File: src/tca_pkg.sv
// ----------------------------------------------------------------------------
// tca_pkg
// Shared types and constants of the transposed 2x2 convolution engine.
// ----------------------------------------------------------------------------
package tca_pkg;

  localparam int DEF_MAX_IN_CHANNELS  = 16;
  localparam int DEF_MAX_OUT_CHANNELS = 16;
  localparam int DEF_MAX_IN_HEIGHT    = 16;
  localparam int DEF_MAX_IN_WIDTH     = 16;

  localparam int TAPS      = 4;
  localparam int ACC_W     = 40;
  localparam int DIM_W     = 7;
  localparam int REG_W     = 5;
  localparam int CFG_IDX_W = 3;

  localparam logic [1:0] OP_LOAD  = 2'd0;
  localparam logic [1:0] OP_PIXEL = 2'd1;
  localparam logic [1:0] OP_DRAIN = 2'd2;

  localparam logic [CFG_IDX_W-1:0] CFG_STRIDE_TWO   = 3'd0;
  localparam logic [CFG_IDX_W-1:0] CFG_IN_HEIGHT    = 3'd1;
  localparam logic [CFG_IDX_W-1:0] CFG_IN_WIDTH     = 3'd2;
  localparam logic [CFG_IDX_W-1:0] CFG_IN_CHANNELS  = 3'd3;
  localparam logic [CFG_IDX_W-1:0] CFG_OUT_CHANNELS = 3'd4;

  typedef enum logic [2:0] {
    ST_CLEAR,
    ST_IDLE,
    ST_PX_RD,
    ST_PX_MUL,
    ST_PX_ACC,
    ST_DR_RD,
    ST_DR_OUT
  } state_t;

  typedef struct packed {
    logic accept;
    logic wt_we;
    logic clr_step;
    logic px_rd;
    logic px_mul;
    logic px_acc;
    logic dr_rd;
    logic dr_out;
  } cmd_t;

  typedef struct packed {
    logic [1:0] in_op;
    logic       pix_ok;
    logic       last;
    logic       clr_done;
    logic       out_free;
  } status_t;

endpackage

File: src/tca_ctrl.sv
// ----------------------------------------------------------------------------
// tca_ctrl
// Sequencer: clearing pass, weight loads, per-tap read/multiply/accumulate,
// and drains.
// ----------------------------------------------------------------------------
module tca_ctrl (
  input  logic              clk,
  input  logic              rst_n,
  input  logic              in_valid,
  output logic              in_ready,
  input  tca_pkg::status_t  status,
  output tca_pkg::cmd_t     cmd
);

  tca_pkg::state_t state_r, state_nxt;

  always_ff @(posedge clk) begin
    if (!rst_n) begin
      state_r <= tca_pkg::ST_CLEAR;
    end else begin
      state_r <= state_nxt;
    end
  end

  always_comb begin
    state_nxt = state_r;
    unique case (state_r)
      tca_pkg::ST_CLEAR: begin
        if (status.clr_done) state_nxt = tca_pkg::ST_IDLE;
      end
      tca_pkg::ST_IDLE: begin
        if (in_valid) begin
          if (status.in_op == tca_pkg::OP_PIXEL && status.pix_ok) begin
            state_nxt = tca_pkg::ST_PX_RD;
          end else if (status.in_op == tca_pkg::OP_DRAIN) begin
            state_nxt = tca_pkg::ST_DR_RD;
          end
        end
      end
      tca_pkg::ST_PX_RD:  state_nxt = tca_pkg::ST_PX_MUL;
      tca_pkg::ST_PX_MUL: state_nxt = tca_pkg::ST_PX_ACC;
      tca_pkg::ST_PX_ACC: begin
        state_nxt = status.last ? tca_pkg::ST_IDLE : tca_pkg::ST_PX_RD;
      end
      tca_pkg::ST_DR_RD:  state_nxt = tca_pkg::ST_DR_OUT;
      tca_pkg::ST_DR_OUT: begin
        if (status.out_free) state_nxt = tca_pkg::ST_IDLE;
      end
      default: state_nxt = tca_pkg::ST_IDLE;
    endcase
  end

  always_comb begin
    cmd      = '0;
    in_ready = 1'b0;
    unique case (state_r)
      tca_pkg::ST_CLEAR: cmd.clr_step = 1'b1;
      tca_pkg::ST_IDLE: begin
        in_ready   = 1'b1;
        cmd.accept = in_valid;
        cmd.wt_we  = in_valid && (status.in_op == tca_pkg::OP_LOAD);
      end
      tca_pkg::ST_PX_RD:  cmd.px_rd  = 1'b1;
      tca_pkg::ST_PX_MUL: cmd.px_mul = 1'b1;
      tca_pkg::ST_PX_ACC: cmd.px_acc = 1'b1;
      tca_pkg::ST_DR_RD:  cmd.dr_rd  = 1'b1;
      tca_pkg::ST_DR_OUT: cmd.dr_out = status.out_free;
      default: cmd = '0;
    endcase
  end

endmodule

File: config.mk
export PLATFORM = sky130hd
export DESIGN_NAME = tca_ctrl
export DESIGN_NICKNAME = d
export VERILOG_FILES = /design/src/tca_pkg.sv /design/src/tca_ctrl.sv
export SDC_FILE = /design/constraint.sdc
export NUM_CORES = 1
export LEC_CHECK = 0
export BUFFER_PORTS_ARGS = -buffer_cell sky130_fd_sc_hd__buf_2
export CAP_MARGIN = 25
export CORE_AREA = 4 4 41 43
export DETAILED_ROUTE_END_ITERATION = 10
export DIE_AREA = 0 0 45 47
export PLACE_DENSITY = 0.55
export SETUP_SLACK_MARGIN = 0.05
export SYNTH_ARGS = -nofsm -noshare
export SYNTH_HDL_FRONTEND = slang
export SYNTH_SLANG_ARGS = --single-unit
File: constraint.sdc
create_clock -name clk -period 1.4 [get_ports clk]
set_clock_uncertainty 0.15 [all_clocks]
set_input_delay 0.21 -clock clk [delete_from_list [all_inputs] [get_ports clk]]
set_output_delay 0.21 -clock clk [all_outputs]
set_load 0.03 [all_outputs]
==> metrics <==
flop2flop setup slack=70 ps; total CTS buffers=3; Hold WC Path Type=in2reg; average size of a mapped cell=7.78 µm²; crit path max fanout=3; Post-Place Cells=76; CTS clk-pin slew, worst paths=40 ps; number of flip-flops in the largest register=3; core footprint=between 0.001 and 0.0015 mm²; Cells after Synth=42; CP Data Required Time=1040 ps; design area=557 µm²; setup ws final=-148 ps; final wirelength=approximately 900 µm; Post-DP Area=between 400 and 500 µm²; fmax=646 MHz; RSZ-0062 raised after global routing=yes; slew margin rel.=81.3%; Hold Vio Cnt, Final=0; Yosys warning count=0; initial core utilization=approximately 25%; Largest regs=state_r (3); initial drt markers=0; dominant cell type by area after synthesis=dfxtp_1; failing checks=negative setup slack; CTS Root Cell=clkbuf_4; I/O pin count=18; initial antenna violation count=0; top-area cell type share of the netlist area=about 18%; Non-Filler Instances=between 80 and 90; die height=47 µm; first drt pass iteration count=1; Slew Viols, Final=0; die width=45 µm; status=finished, violations left; Diodes inserted=0; Max IR drop VDD=0.399 mV; Util after Layout=42.8%; post-synth cell types=24; layout cells sized above 1=a little under two thirds; CTS max path bufs=2; register bit count reported by yosys=3; Tcrit/Tclk final=111%; post-synthesis simple-gate area fraction=44.4%; PD cells=a little under 700 mW/mm²; gr ovfl total=0; CTS tree=done; GPL Wtd Cong=just over 0.8; Synth Area in Compound Gates=between 10% and 20%; Setup-failing EPs final=8; Arr. time, crit path=1190 ps; GRT Total Usage=roughly a tenth; sequential-to-total area share from yosys stat=18.4%; drt drc=0; routed vias=approximately 380; Mapped Area=between 300 and 400 µm²; first-pass GRT wire length=between 1500 and 2000 µm; clk_lat worst skew=between 200 and 250 ps; CP endpoint kind=output port; wire length per cell=11.1 µm; Sink Count=3; Vias/cell=between 4 and 5; mux share of post-synthesis cell area=6.13%; post-synthesis xor/xnor area fraction=0%; Final #Nets=76; PortBufs=17; cts hold-fix bufs=0; combinational family with the most area after synthesis=simple AND/OR/NAND/NOR gates; most flop-heavy register=state_r; largest net degree at the start of global routing=13; Post-Syn Nets=51; H-tree levels=1; dpl ws=3.10 ps; Max Cap Viol=0; Die ar.=0.00212 mm²; Pleak=0.256 nW; HPWL Detailed=roughly 680 µm; critical path class=reg2out; Slew @ Worst Pin=280 ps; Area contributors post-synth=dfxtp_1 (18%), buf_6 (10%), a21oi_1 (7.7%); ANT nets after route=0; Worst setup SP type=register; Period minus WS final=1550 ps; P&R area growth vs syn=70.5%; Worst Hold Slack=70.6 ps; adder-cell share of the synthesized area=0%; num rows=13; vias in the first global route=370
-- timing repair --
action,4_1_cts,5_1_grt
resized for setup,19,4
setup buffers,1,0
cloned,0,0
pin swaps,3,0
endpoints found under the setup margin,9,12
-- per-stage QoR --
| stage | power (mW) | setup TNS (ps) |
|---|---|---|
| 3_5_place_dp | 0.214 | 0 |
| 2_1_floorplan | 0.179 | -487 |
| 5_1_grt | 0.411 | -1450 |
| 6_report | 0.384 | -892 |
| 3_3_place_gp | 0.214 | 0 |
| 4_1_cts | 0.385 | -938 |
-- power by group --
group          internal (mW)  total, mW  switching (mW)
sequential            0.0911     0.0976         0.00643
combinational         0.0603      0.132          0.0721
clock                  0.107      0.154          0.0472
total                  0.258      0.384           0.126
-- synthesized netlist by cell type --
library cell	count
a21oi_1	5
a221oi_1	1
a31oi_1	1
and2_1	1
and2_2	1
and2b_2	1
and3_1	2
and3b_1	1
buf_6	3
dfxtp_1	3
inv_1	1
inv_2	1
mux2i_1	2
nand2_1	3
nand3_1	1
nor2_1	2
nor2b_1	3
nor3_1	1
nor3_2	1
nor3_4	1
nor3b_1	2
nor3b_2	1
o21ai_0	1
o21ai_1	3
-- final timing paths --
path,startpoint,to,cells after the start
setup / recovery,state_r[2]$_SDFFE_PN0P_,cmd[0],4
hold / removal,rst_n,state_r[2]$_SDFFE_PN0P_,2
setup reg to reg,state_r[2]$_SDFFE_PN0P_,state_r[1]$_SDFFE_PN0P_,4
hold reg to reg,state_r[1]$_SDFFE_PN0P_,state_r[0]$_SDFFE_PN0P_,4
-- area by class of cell --
cell class | instances | area (µm²)
clock buffers | 4 | 26.3
inverters | 2 | 7.51
flip-flops and latches | 3 | 63.8
repair buffers | 23 | 165
well taps | 15 | 18.8
fillers | 150 | 744
multi-input cells | 34 | 275
-- worst max-delay path, cell delays in order (launching register included) --
cell and delay (ps):
dfxtp_2 330, buf_6 120, and2b_2 200, and3_4 180, buf_6 130
-- cell usage in the layout (no fill, tap or decap), types with 2 or more instances in the layout --
master and count:
nand2_1 3, and3_4 2, nor3b_4 2, o21ai_1 3
dfxtp_2 3, mux2i_1 2, buf_4 10, buf_2 9
buf_6 4, a21oi_1 5, clkbuf_4 3
-- metal layers --
metal / up-vias / global-route usage, % / wire (µm)
met5: - / 0 / 0
met4: 0 / 10.5 / 42
met3: 4 / 0 / 59
met2: 17 / 16.1 / 404
met1: 159 / 13.0 / 392
li1: 195 / - / -
-- kinds of logic after synthesis --
group | Yosys count
compound gates | 11
buf+inv | 5
flops | 3
mux | 2
simple gates | 21
Note: power is estimated with default switching activity, not from simulation.
